## src/design/cpid_pkg.sv

```systemverilog
// ----------------------------------------------------------------------------
// cpid_pkg
// Shared types, limits and helpers for the clamped PID controller.
// ----------------------------------------------------------------------------
package cpid_pkg;

  localparam int unsigned DATA_W  = 32;
  localparam int unsigned GAIN_W  = 31;
  localparam int unsigned ERR_W   = 33;
  localparam int unsigned DELTA_W = 34;
  localparam int unsigned PROD_W  = 64;
  localparam int unsigned FRAC_W  = 16;
  localparam int unsigned TERM_W  = PROD_W - FRAC_W;
  localparam int unsigned WIDE_W  = 49;
  localparam int unsigned IDX_W   = 3;

  localparam logic signed [DATA_W-1:0] VALUE_LIMIT = 32'sd1073741823;
  localparam logic signed [DATA_W-1:0] P_LIMIT     = 32'sd2147483647;
  localparam logic signed [DATA_W-1:0] D_LIMIT     = 32'sd2147483647;

  typedef enum logic [IDX_W-1:0] {
    REG_GAIN_P       = 3'd0,
    REG_GAIN_I       = 3'd1,
    REG_GAIN_D       = 3'd2,
    REG_INTEGRAL_MAX = 3'd3,
    REG_INTEGRAL_MIN = 3'd4,
    REG_DRIVE_MAX    = 3'd5,
    REG_DRIVE_MIN    = 3'd6
  } cfg_idx_t;

  typedef struct packed {
    logic [GAIN_W-1:0]        gain_p;
    logic [GAIN_W-1:0]        gain_i;
    logic [GAIN_W-1:0]        gain_d;
    logic signed [DATA_W-1:0] integral_max;
    logic signed [DATA_W-1:0] integral_min;
    logic signed [DATA_W-1:0] drive_max;
    logic signed [DATA_W-1:0] drive_min;
  } cfg_t;

  // Raise to lo first, then lower to hi: with inverted bounds hi wins.
  function automatic logic signed [DATA_W-1:0] clamp32(
    input logic signed [WIDE_W-1:0] v,
    input logic signed [DATA_W-1:0] lo,
    input logic signed [DATA_W-1:0] hi
  );
    logic signed [WIDE_W-1:0] t;
    t = v;
    if (t < WIDE_W'(lo)) t = WIDE_W'(lo);
    if (t > WIDE_W'(hi)) t = WIDE_W'(hi);
    return t[DATA_W-1:0];
  endfunction

endpackage

```

## src/design/cpid_out.sv

```systemverilog
// ----------------------------------------------------------------------------
// cpid_out
// Output stage: sums the three terms and clamps to the drive range.
// ----------------------------------------------------------------------------
module cpid_out import cpid_pkg::*; (
  input  logic                     clk,
  input  logic                     rst_n,
  input  cfg_t                     cfg,
  input  logic                     valid_i,
  output logic                     ready_o,
  input  logic signed [DATA_W-1:0] p_term,
  input  logic signed [DATA_W-1:0] i_term,
  input  logic signed [DATA_W-1:0] d_term,
  output logic                     valid_o,
  input  logic                     ready_i,
  output logic signed [DATA_W-1:0] drive
);

  localparam int unsigned SUM_W = DATA_W + 2;

  logic                     valid_r;
  logic signed [DATA_W-1:0] drive_r;
  logic signed [SUM_W-1:0]  sum;
  logic                     take;

  assign ready_o = !valid_r || ready_i;
  assign take    = valid_i && ready_o;

  assign sum = SUM_W'(p_term) + SUM_W'(i_term) + SUM_W'(d_term);

  always_ff @(posedge clk) begin
    if (!rst_n) begin
      valid_r <= 1'b0;
    end else if (take) begin
      valid_r <= 1'b1;
    end else if (ready_i) begin
      valid_r <= 1'b0;
    end
  end

  always_ff @(posedge clk) begin
    if (take) begin
      drive_r <= clamp32(WIDE_W'(sum), cfg.drive_min, cfg.drive_max);
    end
  end

  assign valid_o = valid_r;
  assign drive   = drive_r;

endmodule

```

## config.mk

```make
export PLATFORM = sky130hd
export DESIGN_NAME = cpid_out
export DESIGN_NICKNAME = d
export VERILOG_FILES = /design/src/design/cpid_pkg.sv /design/src/design/cpid_out.sv
export SDC_FILE = /design/constraint.sdc
export NUM_CORES = 1
export LEC_CHECK = 0
export BUFFER_PORTS_ARGS = -buffer_cell sky130_fd_sc_hd__clkbuf_2
export CORE_AREA = 4 4 134 136
export CTS_CLUSTER_DIAMETER = 60
export DETAILED_ROUTE_END_ITERATION = 8
export DIE_AREA = 0 0 138 140
export GPL_TIMING_DRIVEN = 0
export PLACE_DENSITY = 0.71
export SYNTH_ARGS = -nofsm -noshare
export SYNTH_HDL_FRONTEND = slang
export SYNTH_SLANG_ARGS = --single-unit
```

## constraint.sdc

```tcl
create_clock -name clk -period 9.5 [get_ports clk]
set_input_delay 2.85 -clock clk [delete_from_list [all_inputs] [get_ports clk]]
set_output_delay 2.85 -clock clk [all_outputs]
set_load 0.1 [all_outputs]
```

==> out/metrics.yaml <==
hold_path:
  min_path_cells: 2
  hp-start: "valid_o"
  hp-class: "register to register"
  whs_endpoint: "valid_o"
clock_network:
  cts_tree: "done"
  numCtsBuffers: 5
  clock_latency_ps: 280
  cts-root-buf: "clkbuf_16"
  path_clk_slew_ps: 60
  cts.path.max_buffers: 2
  ctsHtreeMaxLevel: 2
  clkSinkCount: 33
  hold_buffers: 0
sta:
  setup_tns_ps: 0
  drv_slew: 0
  setup_viol: 0
  worstMarginPinSlew_ps: 831
  fmax_mhz: 108
  setup_ws_ps: 256
  relSlewSlack: 0.446
  period_needed_ps: 9240
  final_hold_viol_count: 0
  period_share: 0.973
  finClkSkew_ps: 3.01
floorplan:
  die_height_um: 140
  dieArea_um2: 19300
  placementRows: 48
  core_um2: 16900
  start_util: 0.356
  die_x_um: 138
  ios: 355
critical_path:
  cp_num_cells: 31
  cp_slowest_stage_delay_ps: 530
  critPathSlowestCell: "fa_1"
  crit_buf_inv: 6
  ff2ff_setup_slack_ps: 8000
  critical_path.top_delay_family: "compound AO/OA/AOI/OAI gates"
  crit_path_end_kind: "register"
  crit_path_start_kind: "input pin"
  reg2regPathDepth: 2
  required_ps: 9520
  reg2reg_from: "valid_o"
  reg2reg_to: "drive[15]"
  worstSetupPathType: "input pin to register"
  critical_path_arrival_ps: 9270
  cp_max_fo: 10
placed_design:
  dp.final_hpwl_um: 15700
  placed_area_um2: 7300
  gp_congestion: 0.897
  portBuffers: 197
  place_ws_ps: -1650
route:
  dr.pass1.iters: 4
  first_iter_violations: 302
  ant_nets: 0
  num_vias: 5694
  drt_wl_total_um: 18800
  vias_per_cell: 5.22
  drc_errors: 0
  avgRoutedWirePerCell_um: 17.2
synth:
  syn_inst: 652
  synth_cell_type_count: 62
  synthArstFlopShare: 0
  synth_fp_nets: 1105
  synth_top_flop_cell: "edfxtp_1"
  yosysWarnings: 0
  avgSynthCellArea_um2: 9.25
  syn-cell-area_um2: 6030
  synth-seq-cells: 33
  synth_seq_area_share: 0.163
  synth_edf_count: 32
cells_and_area:
  drive_above_1_share: 0.409
  diodes: 0
  fillers: 1636
  fin_util: 0.474
  final_design_area_no_fill_um2: 8030
  area_delta_synth_final_pct: 33.1
  fin_nets: 1317
outcome:
  status: "finished, final reports clean"
global_route:
  grt_pass1_wl_um: 29600
  grt_pass1_vias: 5824
  grt_max_degree: 33
  overflow: 0
  track_usage: 0.187
  antenna_found_initial: 2
power_and_ir_drop:
  power_density_nw_per_um2: 283
  p_leak_nw: 3.85
  vdd_drop_max_mv: 0.202
  power_w: 0.00227
run:
  maxCapViolCount: 0
## cells in the mapped netlist (3+ instances only)
cell      count  area share
a21o_1       23       0.029
xor2_1        9       0.013
mux2_4       14       0.035
nor2_1       25       0.016
mux2_2       46       0.086
xnor2_1      16       0.023
a211oi_1      8       0.010
edfxtp_1     32        0.16
nor3_1       12       0.010
nand3_1      15       0.012
nand4_1      14       0.015
o21ai_0      24       0.020
clkbuf_1     12      0.0075
inv_1        74       0.046
buf_2         4      0.0033
mux2i_1       3      0.0050
o21bai_1      5      0.0062
o22ai_1       3      0.0031
o211ai_1      5      0.0062
and2_1        4      0.0041
o21ai_1       3      0.0025
nand2_1      42       0.026
nor4_1        4      0.0041
fa_1         33        0.11
a21oi_1      63       0.052
or3_1         5      0.0052
ha_1         99        0.21
o21a_1        7      0.0087
nor2b_1       3      0.0031
## state kept, by name, summed over array words and instances, names as in the netlist
name	cells
drive	32
valid_o	1
## logic make-up after synthesis
family,count (synthesis),share of synthesized area
xor gates and xnor gates,25,0.0363
adders and majority gates,132,0.315
muxes,63,0.126
DFF,33,0.163
and+or+nand+nor,133,0.107
buffers and inverters,92,0.0606
AOI/OAI and AO/OA,174,0.193
## worst max-delay path by stage
| stage | to | slack [ps] | startpoint |
|---|---|---|---|
| final | drive[22] | 260 | p_term[1] |
| after global routing | drive[13] | -30 | p_term[1] |
| after CTS | drive[22] | 1 | p_term[6] |
| after detailed placement | drive[22] | -1650 | p_term[1] |
| after global placement | drive[22] | -1690 | p_term[1] |
| after floorplan | drive[22] | 20 | p_term[1] |
## metrics by stage
stage / hold WS [ps] / cells
after floorplan: 1780 / 652
after global placement: 513 / 1074
after CTS: 546 / 1088
after detailed placement: 536 / 1074
after global routing: 601 / 1090
final: 540 / 1090
## cell type report
class                   instances  area (um2)  share of cell area
plain buffers                  10         109              0.0136
clock buffers                   5         125              0.0156
clock inverters                 3        46.3             0.00577
inverters                      74         278              0.0346
multi-input cells             527        5090               0.634
flip-flops and latches         33         981               0.122
well taps                     225         282              0.0351
repair buffers                213        1110               0.139
## layer usage
layer / GRT usage / vias to the layer above / share of wire
li1: - / 2832 / -
met1: 0.270 / 2629 / 0.48
met2: 0.301 / 208 / 0.44
met3: 0.0345 / 21 / 0.070
met4: 0.0239 / 4 / 0.011
met5: 0 / - / 0.0012
## tightest hold or removal path, stage by stage, from the launching register on
cell and delay [ps]:
dfxtp_1 310, nand2b_1 90, a21boi_0 90
## power breakdown
| part | internal [W] | switching (W) |
|---|---|---|
| Sequential | 0.000236 | 0.0000163 |
| Clock | 0.000124 | 0.0000684 |
| Combinational | 0.000742 | 0.00109 |
| Total | 0.00110 | 0.00117 |
## cells in the final DEF (no fill, tap or decap), types with 6 or more instances in the layout
master and instances:
edfxtp_1 32, nand4_1 14, fa_1 32, buf_4 14, nor3_1 11, a21o_1 23, o21a_1 6, o21ai_0 17
ha_4 9, mux2_2 46, nand2_1 42, mux2_4 14, ha_1 85, xor2_1 8, xnor2_1 15, inv_1 74
a21oi_1 58, nand3_1 13, clkbuf_2 198, nor2_1 22
## what timing repair did
| item | in CTS | in global routing |
|---|---|---|
| cloned | 0 | 0 |
| buffers inserted | 9 | 7 |
| setup endpoints to repair | 32 | 32 |
| resized for setup | 32 | 67 |
| pin swaps | 8 | 22 |
Note: power is estimated with default switching activity, not from simulation.
