File: src/design/cpid_pkg.sv
// ----------------------------------------------------------------------------
// cpid_pkg
// Shared types, limits and helpers for the clamped PID controller.
// ----------------------------------------------------------------------------
package cpid_pkg;

  localparam int unsigned DATA_W  = 32;
  localparam int unsigned GAIN_W  = 31;
  localparam int unsigned ERR_W   = 33;
  localparam int unsigned DELTA_W = 34;
  localparam int unsigned PROD_W  = 64;
  localparam int unsigned FRAC_W  = 16;
  localparam int unsigned TERM_W  = PROD_W - FRAC_W;
  localparam int unsigned WIDE_W  = 49;
  localparam int unsigned IDX_W   = 3;

  localparam logic signed [DATA_W-1:0] VALUE_LIMIT = 32'sd1073741823;
  localparam logic signed [DATA_W-1:0] P_LIMIT     = 32'sd2147483647;
  localparam logic signed [DATA_W-1:0] D_LIMIT     = 32'sd2147483647;

  typedef enum logic [IDX_W-1:0] {
    REG_GAIN_P       = 3'd0,
    REG_GAIN_I       = 3'd1,
    REG_GAIN_D       = 3'd2,
    REG_INTEGRAL_MAX = 3'd3,
    REG_INTEGRAL_MIN = 3'd4,
    REG_DRIVE_MAX    = 3'd5,
    REG_DRIVE_MIN    = 3'd6
  } cfg_idx_t;

  typedef struct packed {
    logic [GAIN_W-1:0]        gain_p;
    logic [GAIN_W-1:0]        gain_i;
    logic [GAIN_W-1:0]        gain_d;
    logic signed [DATA_W-1:0] integral_max;
    logic signed [DATA_W-1:0] integral_min;
    logic signed [DATA_W-1:0] drive_max;
    logic signed [DATA_W-1:0] drive_min;
  } cfg_t;

  // Raise to lo first, then lower to hi: with inverted bounds hi wins.
  function automatic logic signed [DATA_W-1:0] clamp32(
    input logic signed [WIDE_W-1:0] v,
    input logic signed [DATA_W-1:0] lo,
    input logic signed [DATA_W-1:0] hi
  );
    logic signed [WIDE_W-1:0] t;
    t = v;
    if (t < WIDE_W'(lo)) t = WIDE_W'(lo);
    if (t > WIDE_W'(hi)) t = WIDE_W'(hi);
    return t[DATA_W-1:0];
  endfunction

endpackage

File: src/design/cpid_err.sv
// ----------------------------------------------------------------------------
// cpid_err
// Input stage: clamps the sample, forms error and change in error.
// ----------------------------------------------------------------------------
module cpid_err import cpid_pkg::*; (
  input  logic                      clk,
  input  logic                      rst_n,
  input  logic                      valid_i,
  output logic                      ready_o,
  input  logic signed [DATA_W-1:0]  setpoint,
  input  logic signed [DATA_W-1:0]  measured,
  output logic                      valid_o,
  input  logic                      ready_i,
  output logic signed [ERR_W-1:0]   err,
  output logic signed [DELTA_W-1:0] delta
);

  logic                      valid_r;
  logic signed [ERR_W-1:0]   err_r;
  logic signed [DELTA_W-1:0] delta_r;
  logic signed [ERR_W-1:0]   last_err_r;
  logic signed [DATA_W-1:0]  sp_c;
  logic signed [DATA_W-1:0]  ms_c;
  logic signed [ERR_W-1:0]   err_nxt;
  logic signed [DELTA_W-1:0] delta_nxt;
  logic                      take;

  assign ready_o = !valid_r || ready_i;
  assign take    = valid_i && ready_o;

  always_comb begin
    sp_c      = clamp32(WIDE_W'(setpoint), -VALUE_LIMIT, VALUE_LIMIT);
    ms_c      = clamp32(WIDE_W'(measured), -VALUE_LIMIT, VALUE_LIMIT);
    err_nxt   = ERR_W'(sp_c) - ERR_W'(ms_c);
    delta_nxt = DELTA_W'(err_nxt) - DELTA_W'(last_err_r);
  end

  always_ff @(posedge clk) begin
    if (!rst_n) begin
      valid_r    <= 1'b0;
      last_err_r <= '0;
    end else if (take) begin
      valid_r    <= 1'b1;
      last_err_r <= err_nxt;
    end else if (ready_i) begin
      valid_r    <= 1'b0;
    end
  end

  always_ff @(posedge clk) begin
    if (take) begin
      err_r   <= err_nxt;
      delta_r <= delta_nxt;
    end
  end

  assign valid_o = valid_r;
  assign err     = err_r;
  assign delta   = delta_r;

endmodule

File: config.mk
export PLATFORM = sky130hd
export DESIGN_NAME = cpid_err
export DESIGN_NICKNAME = d
export VERILOG_FILES = /design/src/design/cpid_pkg.sv /design/src/design/cpid_err.sv
export SDC_FILE = /design/constraint.sdc
export NUM_CORES = 1
export LEC_CHECK = 0
export BUFFER_PORTS_ARGS = -buffer_cell sky130_fd_sc_hd__buf_4
export CAP_MARGIN = 30
export CORE_UTILIZATION = 57
export DETAILED_ROUTE_END_ITERATION = 16
export PLACE_DENSITY = 0.8
export SYNTH_ARGS = -nofsm -noshare
export SYNTH_HDL_FRONTEND = slang
export SYNTH_SLANG_ARGS = --single-unit
File: constraint.sdc
create_clock -name clk -period 7.73 [get_ports clk]
set_input_delay 0.773 -clock clk [delete_from_list [all_inputs] [get_ports clk]]
set_output_delay 0.773 -clock clk [all_outputs]
set_load 0.05 [all_outputs]
==> parameters.txt <==
Parameter                              Value

Yosys
  Yosys reg bits ... 101
  Post-Synthesis Net Count ... 1048
  Ys flop type ... sky130_fd_sc_hd__edfxtp_1
  Yosys cell types ... 69
  Warnings from Yosys ... 0
  Mapped cell area ... 7690 um^2
  Number of enable flip-flop cells after synthesis ... 67
  FFs w/ async S/R, synth ... 0%
  Avg Inst Size Synth ... 8.44 um^2
  Sequential cell area fraction in the yosys report ... 35.0%
  Synthesized instance count ... 911

Power
  Sequential share of power ... 24.2%
  Post-route total power ... 3.67 mW
  Power density of the placed cells ... 405 nW/um^2
  Relative contribution of the clock network to total power ... 11.1%
  Logic gate share of total power ... 64.7%
  Switching Share ... 48.2%
  Net switching power figure ... 1.77 mW
  Static leakage ... 3.86 nW
  Internal Power ... 1.90 mW
  Max IR drop VDD ... 0.146 mV

Drt
  Number of vias per cell ... 5.78
  Met2 routed wirelength ... 7.85 mm
  Total Wirelength ... 18.1 mm
  Number of remaining DRC errors ... 0
  Uppermost signal routing layer after detailed routing ... met4
  Detailed-route wire length per cell ... 15.1 um
  Vias ... 6938
  Antenna Nets Post-Route ... 0
  Initial detailed-routing violation count ... 504
  Met1 Wirelength ... 8.81 mm
  Number of iterations in the first detailed-routing pass ... 6
  Detailed route wirelength on metal3 ... 1.06 mm

Clocking
  Clock Tree Buf Depth ... 2
  Root Buffer ... sky130_fd_sc_hd__clkbuf_16
  Htree depth ... 3
  Number of CTS-inserted buffers ... 9
  TritonCTS clock tree ... done
  Clock net sink count ... 101
  Buffers inserted during post-CTS setup optimization ... 0
  Post-CTS sizing ... 0
  Skew-Pair Late Insertion Delay ... 0.34 ns
  Clock input transition at the sequential cells of the worst setup and hold paths ... 0.07 ns
  Number of hold buffers added after cts ... 0

Final layout
  Fin nets ... 1157
  Fillcell total ... 1127
  Layout Cell Area excl Fill ... 9080 um^2
  Inserted Diodes ... 0
  Area Growth Syn to Fin ... 18.1%
  Storage cell area ... 2690 um^2
  Multi-input combinational cell area ... 4460 um^2
  Fraction of layout cells with a size suffix above 1 ... 16.9%

Setup path
  Worst setup EP type ... flip-flop
  R2R setup slack ... 4.59 ns
  Number of buffer and inverter stages on the critical path ... 1
  CP max stage delay ... 0.45 ns
  Critical Path, Cell by Cell ... buf_4, nor4_1, nand4_1, o211ai_1, ha_1, nor2_1, nand2b_1, o21ai_0, ha_1, a21o_1, or3_1, a21oi_1, nor2_1, o21ai_0, xnor2_1, ha_1, a21o_1, a31oi_1, nand4_1, o21ai_0, o21ai_0, a21boi_0, xnor2_1
  Crit path arrival time ... 6.56 ns
  Register-to-Register Path Depth ... 10
  Required time at the worst-slack endpoint ... 7.83 ns
  Biggest fanout along the worst timing path ... 11
  Critical path depth in cells ... 23
  Critical Path Source Type ... input pin
  Critical Path Slowest Stage Cell ... sky130_fd_sc_hd__o21ai_0
  Dominant cell type by count on the critical path ... sky130_fd_sc_hd__o21ai_0
  Critical path class ... input pin to flip-flop
  CP top delay family ... compound AO/OA/AOI/OAI gates

Floorplan
  DIE WIDTH ... 118 um
  Rows ... 42
  Die Outline Area ... 14000 um^2
  Vertical die dimension ... 118 um
  Placeable core region ... 13200 um^2
  Starting utilization of the core area ... 58.3%
  Number of ports placed on the die boundary ... 137

Flow run
  Max Cap Violations ... 0

STA
  Worst clock skew ... 0.00779 ns
  Unrepaired setup endpoints after global routing ... false
  Fmax ... 0.155 GHz
  Worst-case setup margin in the final layout ... 1.27 ns
  Final setup violating endpoints ... 0
  Setup TNS ... 0 ns
  Worst Tran Pin Value ... 0.856 ns
  Max-slew violation count ... 0
  Number of hold violations in the final report ... 0
  Clock period minus final worst setup slack ... 6.46 ns
  Headroom to the max-slew limit ... 42.8%
  Final cycle utilization of the critical path ... 83.6%
  WHS ... 0.452 ns

Min path
  Worst min path class ... flip-flop to flip-flop
  Number of instances on the worst hold path ... 2

Placed design
  Post-DP HPWL ... 14.5 mm
  Worst-case setup slack after placement ... 0.962 ns
  Count of input and output buffers ... 136
  Area after detailed placement ... 8820 um^2
  Weighted congestion reported at the end of routability-driven placement ... 1.00

Global route
  Sum of overflow across all layers after global routing ... 0
  Number of global-route vias before repair ... 6198
  Wire length of the first global-routing pass ... 30.0 mm
  Largest net degree at the start of global routing ... 73
  GRT Resource Usage Total ... 26.5%
  Number of antenna violations at the first check in global routing ... 0

Status
  Status ... finished, final reports clean
flip-flops by register name (all words and copies together), names as in the netlist:
signal	count
delta	34
err	33
last_err_r	33
valid_o	1
through the flow:
stage / utilization [%] / cells
CTS: 68.8 / 1201
global placement: 66.6 / 1184
floorplan: - / 911
global route: 68.8 / 1201
detailed placement: 66.8 / 1185
finish: 68.8 / 1201
synth_stat cells (6+ instances only):
master,count,area (um^2)
sky130_fd_sc_hd__a211oi_1,9,67.6
sky130_fd_sc_hd__a21o_1,27,203
sky130_fd_sc_hd__a21oi_1,114,571
sky130_fd_sc_hd__a31oi_1,10,62.6
sky130_fd_sc_hd__buf_2,7,35.0
sky130_fd_sc_hd__clkbuf_1,33,124
sky130_fd_sc_hd__dfxtp_1,34,681
sky130_fd_sc_hd__edfxtp_1,67,2010
sky130_fd_sc_hd__ha_1,67,838
sky130_fd_sc_hd__inv_1,92,345
sky130_fd_sc_hd__nand2_1,68,255
sky130_fd_sc_hd__nand2b_1,9,56.3
sky130_fd_sc_hd__nand3_1,20,100
sky130_fd_sc_hd__nand4_1,21,131
sky130_fd_sc_hd__nor2_1,62,233
sky130_fd_sc_hd__nor3_1,12,60.1
sky130_fd_sc_hd__nor4_1,16,100
sky130_fd_sc_hd__o211ai_1,11,82.6
sky130_fd_sc_hd__o21a_1,8,60.1
sky130_fd_sc_hd__o21ai_0,63,315
sky130_fd_sc_hd__o21bai_1,12,90.1
sky130_fd_sc_hd__or4_1,6,45.0
sky130_fd_sc_hd__xnor2_1,38,333
sky130_fd_sc_hd__xor2_1,19,166
logic make-up (layout without fill, tap and decap cells):
logic type / after synthesis / count (layout) / synth area share, %
compound gates: 306 / 306 / 24.8
xor+xnor: 57 / 57 / 6.50
fa+ha+maj: 69 / 69 / 11.4
buf+inv: 138 / 252 / 6.92
flops: 101 / 101 / 35.0
mux: 3 / 3 / 0.391
simple gates: 237 / 237 / 14.9
metal layers:
| layer | vias up | track usage (%) |
|---|---|---|
| li1 | 3517 | - |
| met1 | 3116 | 38.8 |
| met2 | 275 | 40.4 |
| met3 | 30 | 3.29 |
| met4 | 0 | 8.81 |
| met5 | - | 0 |
worst register-to-register path, stage by stage (launching register included):
cell                        delay [ns]
sky130_fd_sc_hd__dfxtp_1          0.30
sky130_fd_sc_hd__inv_1            0.05
sky130_fd_sc_hd__ha_1             0.45
sky130_fd_sc_hd__nand4_1          0.24
sky130_fd_sc_hd__a2111oi_1        0.67
sky130_fd_sc_hd__o31ai_1          0.29
sky130_fd_sc_hd__o21ai_1          0.26
sky130_fd_sc_hd__o21a_1           0.21
sky130_fd_sc_hd__a41o_1           0.23
sky130_fd_sc_hd__a21oi_1          0.08
sky130_fd_sc_hd__xnor2_1          0.12
power by group through the flow:
stage	combinational, mW	clock (mW)	sequential [mW]
CTS	2.35	0.410	0.892
global route	2.58	0.431	0.907
global placement	2.31	0	0.900
floorplan	1.32	0	1.37
finish	2.38	0.407	0.890
detailed placement	2.34	0	0.904
worst paths after layout:
kind                                     end                       start
hold / removal    last_err_r[4]$_SDFFE_PN0P_  last_err_r[4]$_SDFFE_PN0P_
setup / recovery         delta[28]$_DFFE_PP_                 setpoint[9]
setup reg to reg         delta[31]$_DFFE_PP_  last_err_r[8]$_SDFFE_PN0P_
hold reg to reg   last_err_r[4]$_SDFFE_PN0P_  last_err_r[4]$_SDFFE_PN0P_
area by class of cell:
cell class / count / area share (%)
tap: 176 / 2.43
timing repair buffer: 142 / 12.0
multi-input combinational: 672 / 49.2
inverter: 94 / 3.91
sequential: 101 / 29.7
clock inverter: 4 / 0.276
clock buffer: 12 / 2.61
cell usage in the layout, fill, tap and decap left out, types with 4 or more instances in the layout:
master / count
sky130_fd_sc_hd__a2111oi_0: 4
sky130_fd_sc_hd__a211oi_1: 9
sky130_fd_sc_hd__a21boi_0: 4
sky130_fd_sc_hd__a21o_1: 27
sky130_fd_sc_hd__a21oi_1: 114
sky130_fd_sc_hd__a31o_2: 5
sky130_fd_sc_hd__a31oi_1: 10
sky130_fd_sc_hd__buf_4: 141
sky130_fd_sc_hd__clkbuf_16: 9
sky130_fd_sc_hd__dfxtp_1: 34
sky130_fd_sc_hd__edfxtp_1: 67
sky130_fd_sc_hd__ha_1: 67
sky130_fd_sc_hd__inv_1: 92
sky130_fd_sc_hd__nand2_1: 68
sky130_fd_sc_hd__nand2b_1: 9
sky130_fd_sc_hd__nand3_1: 20
sky130_fd_sc_hd__nand4_1: 21
sky130_fd_sc_hd__nor2_1: 62
sky130_fd_sc_hd__nor3_1: 12
sky130_fd_sc_hd__nor4_1: 16
sky130_fd_sc_hd__o211ai_1: 11
sky130_fd_sc_hd__o21a_1: 8
sky130_fd_sc_hd__o21ai_0: 63
sky130_fd_sc_hd__o21bai_1: 12
sky130_fd_sc_hd__o31ai_1: 4
sky130_fd_sc_hd__or3_1: 5
sky130_fd_sc_hd__or4_1: 6
sky130_fd_sc_hd__xnor2_1: 38
sky130_fd_sc_hd__xor2_1: 19
(Power assumes the default switching activity.)
