===== config.mk =====
export PLATFORM = sky130hd
export DESIGN_NAME = cpid_acc
export DESIGN_NICKNAME = d
export VERILOG_FILES = /design/src/design/cpid_pkg.sv /design/src/design/cpid_acc.sv
export SDC_FILE = /design/constraint.sdc
export NUM_CORES = 1
export LEC_CHECK = 0
export BUFFER_PORTS_ARGS = -buffer_cell sky130_fd_sc_hd__buf_2
export CAP_MARGIN = 10
export CORE_AREA = 4 4 182 184
export CTS_CLUSTER_DIAMETER = 150
export DETAILED_ROUTE_END_ITERATION = 10
export DIE_AREA = 0 0 186 188
export SLEW_MARGIN = 5
export SYNTH_ARGS = -nofsm -noshare
export SYNTH_HDL_FRONTEND = slang
export SYNTH_SLANG_ARGS = --single-unit

===== constraint.sdc =====
create_clock -name clk -period 15.9 [get_ports clk]
set_clock_uncertainty 0.05 [all_clocks]
set_input_delay 1.59 -clock clk [delete_from_list [all_inputs] [get_ports clk]]
set_output_delay 1.59 -clock clk [all_outputs]
set_load 0.01 [all_outputs]

===== src/design/cpid_pkg.sv =====
// ----------------------------------------------------------------------------
// cpid_pkg
// Shared types, limits and helpers for the clamped PID controller.
// ----------------------------------------------------------------------------
package cpid_pkg;

  localparam int unsigned DATA_W  = 32;
  localparam int unsigned GAIN_W  = 31;
  localparam int unsigned ERR_W   = 33;
  localparam int unsigned DELTA_W = 34;
  localparam int unsigned PROD_W  = 64;
  localparam int unsigned FRAC_W  = 16;
  localparam int unsigned TERM_W  = PROD_W - FRAC_W;
  localparam int unsigned WIDE_W  = 49;
  localparam int unsigned IDX_W   = 3;

  localparam logic signed [DATA_W-1:0] VALUE_LIMIT = 32'sd1073741823;
  localparam logic signed [DATA_W-1:0] P_LIMIT     = 32'sd2147483647;
  localparam logic signed [DATA_W-1:0] D_LIMIT     = 32'sd2147483647;

  typedef enum logic [IDX_W-1:0] {
    REG_GAIN_P       = 3'd0,
    REG_GAIN_I       = 3'd1,
    REG_GAIN_D       = 3'd2,
    REG_INTEGRAL_MAX = 3'd3,
    REG_INTEGRAL_MIN = 3'd4,
    REG_DRIVE_MAX    = 3'd5,
    REG_DRIVE_MIN    = 3'd6
  } cfg_idx_t;

  typedef struct packed {
    logic [GAIN_W-1:0]        gain_p;
    logic [GAIN_W-1:0]        gain_i;
    logic [GAIN_W-1:0]        gain_d;
    logic signed [DATA_W-1:0] integral_max;
    logic signed [DATA_W-1:0] integral_min;
    logic signed [DATA_W-1:0] drive_max;
    logic signed [DATA_W-1:0] drive_min;
  } cfg_t;

  // Raise to lo first, then lower to hi: with inverted bounds hi wins.
  function automatic logic signed [DATA_W-1:0] clamp32(
    input logic signed [WIDE_W-1:0] v,
    input logic signed [DATA_W-1:0] lo,
    input logic signed [DATA_W-1:0] hi
  );
    logic signed [WIDE_W-1:0] t;
    t = v;
    if (t < WIDE_W'(lo)) t = WIDE_W'(lo);
    if (t > WIDE_W'(hi)) t = WIDE_W'(hi);
    return t[DATA_W-1:0];
  endfunction

endpackage


===== src/design/cpid_acc.sv =====
// ----------------------------------------------------------------------------
// cpid_acc
// Term stage: clamps P and D, accumulates and clamps the integral.
// ----------------------------------------------------------------------------
module cpid_acc import cpid_pkg::*; (
  input  logic                      clk,
  input  logic                      rst_n,
  input  cfg_t                      cfg,
  input  logic                      valid_i,
  output logic                      ready_o,
  input  logic signed [TERM_W-1:0]  p_raw,
  input  logic signed [TERM_W-1:0]  i_raw,
  input  logic signed [TERM_W-1:0]  d_raw,
  output logic                      valid_o,
  input  logic                      ready_i,
  output logic signed [DATA_W-1:0]  p_term,
  output logic signed [DATA_W-1:0]  i_term,
  output logic signed [DATA_W-1:0]  d_term
);

  logic                     valid_r;
  logic signed [DATA_W-1:0] p_r;
  logic signed [DATA_W-1:0] d_r;
  logic signed [DATA_W-1:0] integ_r;
  logic signed [DATA_W-1:0] integ_nxt;
  logic signed [WIDE_W-1:0] integ_sum;
  logic                     take;

  assign ready_o = !valid_r || ready_i;
  assign take    = valid_i && ready_o;

  always_comb begin
    integ_sum = WIDE_W'(integ_r) + WIDE_W'(i_raw);
    integ_nxt = clamp32(integ_sum, cfg.integral_min, cfg.integral_max);
  end

  always_ff @(posedge clk) begin
    if (!rst_n) begin
      valid_r <= 1'b0;
      integ_r <= '0;
    end else if (take) begin
      valid_r <= 1'b1;
      integ_r <= integ_nxt;
    end else if (ready_i) begin
      valid_r <= 1'b0;
    end
  end

  always_ff @(posedge clk) begin
    if (take) begin
      p_r <= clamp32(WIDE_W'(p_raw), -P_LIMIT, P_LIMIT);
      d_r <= clamp32(WIDE_W'(d_raw), -D_LIMIT, D_LIMIT);
    end
  end

  assign valid_o = valid_r;
  assign p_term  = p_r;
  assign i_term  = integ_r;
  assign d_term  = d_r;

endmodule


==> flow_summary.ini, run 1 <==
[status]
status = completed

[sta]
hold_viol_final = 0
period_share_pct = 65.3
maxSlewViolCount = 0
layout_min_cycle_time_ns = 10.38
clock.fmax_mhz = 96.3
tns_ns = 0
worstMarginPinSlew_ns = 1.07
slew-limit-headroom_pct = 27.6
setup_violations = 0
rsz0062_at_grt = false

[floorplanning]
core_area_um2 = 31400
die_w_um = 186
fp.dieArea_um2 = 35000
start_util_pct = 33.1
io-pin-count = 467
row_count = 65
die_y_um = 188

[flow_run]
drv_cap = 0

[setup_path]
crit_family = compound AO/OA/AOI/OAI gates
r2r_setup_slack_ns = 6.47
critPathLaunchType = input pin
cp-end-kind = register
required_ns = 16.16
crit_slowest_cell = nor2_1
crit_fanout = 64
cpPeakStageDelay_ns = 0.89
critPathKind = in -> reg
cp_num_buf_inv = 4
worstPathArrival_ns = 10.64

[layout]
drive_gt1_share_pct = 25.9
finalNonFillerCells = 1927
nNetsFinal = 2035
syn2layout_area_growth_pct = 20.8

[global_route]
grt_first_pass_wirelength_um = 53900
grt.total_usage_pct = 19.5
grt_pass1_vias = 9995
grt_overflow = 0
antenna_found_initial = 8
grt_max_degree = 76

[logic_synthesis]
yosysMostFrequentCell = ha_1
seq_area_frac_synth_pct = 24.9
ys_ff_latch = 97
synth.area.top_cells = edfxtp_1, ha_1, dfxtp_1, inv_1, o21ai_0
yosysTopAreaCell = edfxtp_1
synthFlopType = edfxtp_1
synth_top_area_share_pct = 18.5
synth_cells = 1250
async_flop_share_pct = 0
synth-edff-count = 64
syn_area_um2 = 10400
ys_top_cells_by_count = ha_1, inv_1, o21ai_0, nand2_1, a21oi_1
syn_area_per_cell_um2 = 8.31
ys.warnings.count = 0
synth.distinct_cells = 81
synth_fp_nets = 1767

[routing]
drtPass1Iterations = 6
wl_um = 35300
via_per_inst = 5.37
detail-route-antenna-nets = 0
drt-wirelength-per-cell_um = 18.3
vias = 10300
drtIter0Drc = 536
drc = 0

[power]
irDropWorstVdd_mv = 0.205
finalPower_uw = 2630
p_leak_uw = 0.00631
p_per_area_nw_per_um2 = 209

[worst_hold_path]
hold_path.class = reg -> reg

[clock_tree]
cts.sink_count = 97
cts_resized = 0
cts_root_buffer = clkbuf_16
cts_tree = built
insertion_delay_ns = 0.37
clk_pin_slew_worst_paths_ns = 0.07
cts_hold_buf = 0
cts_setup_buffers = 0
cts_made_buffers = 9
h-tree-depth = 3
cts_buffer_depth = 2

[placed_design]
placed_cells_incl_taps = 1908
gp_congestion = 0.906
portBuffers = 309
dp_hpwl_um = 28500
==> logic make-up after synthesis <==
logic type | Yosys count | synth area share, %
buffers and inverters | 205 | 7.88
muxes | 37 | 4.55
DFF | 97 | 24.9
adders and majority gates | 148 | 17.9
and+or+nand+nor | 335 | 16.6
xor gates and xnor gates | 42 | 3.54
AOI/OAI and AO/OA | 386 | 24.6
==> metrics by stage <==
step / hold WS [ns] / area, um^2 / setup WS [ns] / util [%]
5_1_grt: 0.470 / 12500 / 5.01 / 40.0
4_1_cts: 0.436 / 12500 / 5.45 / 39.9
3_3_place_gp: 0.414 / 12200 / 5.11 / 39.0
6_report: 0.434 / 12500 / 5.52 / 40.0
2_1_floorplan: 0.440 / 10400 / 7.82 / -
3_5_place_dp: 0.424 / 12200 / 5.05 / 39.0
==> final cells by class <==
type | instances | area [um^2]
Antenna cell | 2 | 5.00
Clock buffer | 10 | 229
Clock inverter | 6 | 57.6
Fill cell | 3331 | 18800
Inverter | 145 | 544
Multi-Input combinational cell | 948 | 7010
Sequential cell | 97 | 2580
Tap cell | 402 | 503
Timing Repair Buffer | 317 | 1610
==> worst reg2reg max path: cells and delay by family, from the launching register on <==
family / cells / cell delay [ns]
compound gates: 17 / 3.58
xor+xnor: 1 / 0.14
fa+ha+maj: 4 / 1.29
buf+inv: 3 / 1.12
flops: 1 / 0.37
mux: 1 / 0.23
simple gates: 7 / 2.61
==> path summary, 6_finish.rpt <==
| check | from | endpoint | depth (start not counted) |
|---|---|---|---|
| setup / recovery | i_raw[0] | i_term[20] | 34 |
| hold / removal | i_term[16] | i_term[16] | 2 |
| setup reg to reg | i_term[0] | i_term[20] | 33 |
| hold reg to reg | i_term[16] | i_term[16] | 2 |
==> where the power goes <==
part	leakage [uW]	total (uW)	internal, uW	switching (uW)
clock network	0.000142	228	111	117
logic	0.00530	2060	863	1190
registers	0.000870	344	310	33.5
total	0.00631	2630	1280	1340
==> layout by cell type (no fill, tap or decap), types with 10 or more instances in the layout <==
master / Yosys / routed
nand2_1: 93 / 93
dfxtp_1: 33 / 33
inv_1: 145 / 144
buf_2: 12 / 309
nor3_1: 20 / 20
nor2_1: 43 / 43
xnor2_1: 34 / 34
o21ai_1: 42 / 42
nand4_1: 51 / 51
nor4_1: 24 / 24
mux2_4: 18 / 18
nand3_1: 49 / 49
mux2_2: 10 / 10
a21oi_1: 77 / 77
ha_1: 147 / 147
nand2b_1: 10 / 10
a21o_1: 63 / 63
edfxtp_1: 64 / 64
o21ai_0: 100 / 100
==> flip-flops by register name (all words and copies together) (netlist names) <==
| register | flops |
|---|---|
| p_term | 32 |
| d_term | 32 |
| valid_o | 1 |
| i_term | 32 |
==> per-layer routing <==
metal	vias to the layer above	routed length, um	track usage (%)
li1	5148	-	-
met1	4807	15600	25.5
met2	325	15900	30.7
met3	50	3000	6.40
met4	10	698	5.58
met5	-	57	0
Note: power is estimated with default switching activity, not from simulation.
==> run 2, diff against run 1 <==
Clock period 15.9 ns to 9 ns, I/O delays scaled along.
==> flow_summary.ini, run 2 (synthesis results as in run 1) <==
[clock_tree]
cts_made_buffers = 9
cts_root_buffer = clkbuf_16
h-tree-depth = 3
cts_setup_buffers = 0
cts_hold_buf = 0
cts_resized = 0
insertion_delay_ns = 0.37
cts_tree = built
clk_pin_slew_worst_paths_ns = 0.07
cts.sink_count = 97
cts_buffer_depth = 2

[routing]
drt-wirelength-per-cell_um = 18.3
vias = 10200
drtPass1Iterations = 5
drtIter0Drc = 523
drc = 0
wl_um = 35400
via_per_inst = 5.28
detail-route-antenna-nets = 0

[placed_design]
place_area_um2 = 12400
portBuffers = 309
dp_hpwl_um = 28900
gp_congestion = 0.890

[setup_path]
crit_slowest_cell = o32ai_4
cpPeakStageDelay_ns = 0.50
worstSetupEndpoint = i_term[24]
critPathLaunchType = input pin
cp-end-kind = register
required_ns = 9.21
critPathKind = in -> reg
crit_fanout = 9
reg2reg_depth = 32
r2r_start = i_term[0]
crit_start = i_raw[0]
worstPathArrival_ns = 8.61
r2r_setup_slack_ns = 0.88
r2r_end = i_term[24]

[sta]
layout_min_cycle_time_ns = 8.40
rsz0062_at_grt = false
tns_ns = 0
period_share_pct = 93.3
setup_violations = 0
hold_viol_final = 0
worstMarginPinSlew_ns = 1.07
clock.fmax_mhz = 119
maxSlewViolCount = 0
slew-limit-headroom_pct = 28.6

[layout]
fin_area_um2 = 12700
nNetsFinal = 2048
drive_gt1_share_pct = 26.6
syn2layout_area_growth_pct = 22.3
layout.cells.most_common = buf_2
fill_cells = 3257
final_cell_mix = buf_2, ha_1, inv_1

[global_route]
grt_first_pass_wirelength_um = 54700
grt_overflow = 0
antenna_found_initial = 7
grt.total_usage_pct = 19.8
grt_pass1_vias = 10200
grt_max_degree = 76

[worst_hold_path]
hold_path.class = reg -> reg

[floorplanning]
io-pin-count = 467
row_count = 65
core_area_um2 = 31400
start_util_pct = 33.1
fp.dieArea_um2 = 35000
die_w_um = 186
die_y_um = 188

[power]
irDropWorstVdd_mv = 0.218
p_leak_uw = 0.00640
p_per_area_nw_per_um2 = 383

[status]
status = completed

[flow_run]
drv_cap = 0
## run 2: how the worst min path moves through the flow
stage,end,slack (ns),cells past startpoint,from
2_1_floorplan,i_term[23],0.44,2,i_term[23]
3_5_place_dp,i_term[16],0.43,2,i_term[16]
4_1_cts,i_term[16],0.44,2,i_term[16]
6_report,i_term[16],0.43,2,i_term[16]
5_1_grt,i_term[16],0.45,2,i_term[16]
3_3_place_gp,i_term[5],0.41,2,i_term[5]
## run 2: routing by layer
metal  wire length [um]  GRT usage (%)
met1              15800           25.9
met2              16100           31.6
met3               2860           6.03
met4                654           5.44
met5                 63              0
## run 2: where the power goes
| group | leakage (uW) | internal (uW) | total [uW] | switching, uW |
|---|---|---|---|---|
| logic | 0.00537 | 1670 | 3820 | 2150 |
| registers | 0.000870 | 548 | 602 | 53.9 |
| clock network | 0.000155 | 247 | 442 | 195 |
| total | 0.00640 | 2470 | 4870 | 2400 |
## run 2: layout make-up
cell class	instances	area, um^2	share of cell area, %
timing repair buffer	330	1740	13.7
antenna	1	2.50	0.0197
clock buffer	11	233	1.83
inverter	145	544	4.28
sequential	97	2580	20.3
multi-input combinational	948	7010	55.2
clock inverter	5	86.3	0.679
tap	402	503	3.96
## run 2: critical path: cells and delay by family
family | cells | cell delay [ns]
muxes | 2 | 0.55
AOI/OAI and AO/OA | 15 | 3.44
and+or+nand+nor | 6 | 1.40
buffers and inverters | 5 | 0.92
xor gates and xnor gates | 1 | 0.14
adders and majority gates | 4 | 1.25
## run 2: metrics by stage
stage / hold WS (ns) / total power (uW) / cells / util (%) / worst slack (ns)
floorplan: 0.440 / 3380 / 1250 / - / 1.61
global placement: 0.414 / 4350 / 1922 / 39.5 / 0.241
detailed placement: 0.426 / 4410 / 1922 / 39.5 / 0.212
CTS: 0.437 / 4890 / 1938 / 40.5 / 0.599
global route: 0.453 / 5350 / 1939 / 40.5 / 0.132
finish: 0.431 / 4870 / 1939 / 40.5 / 0.601
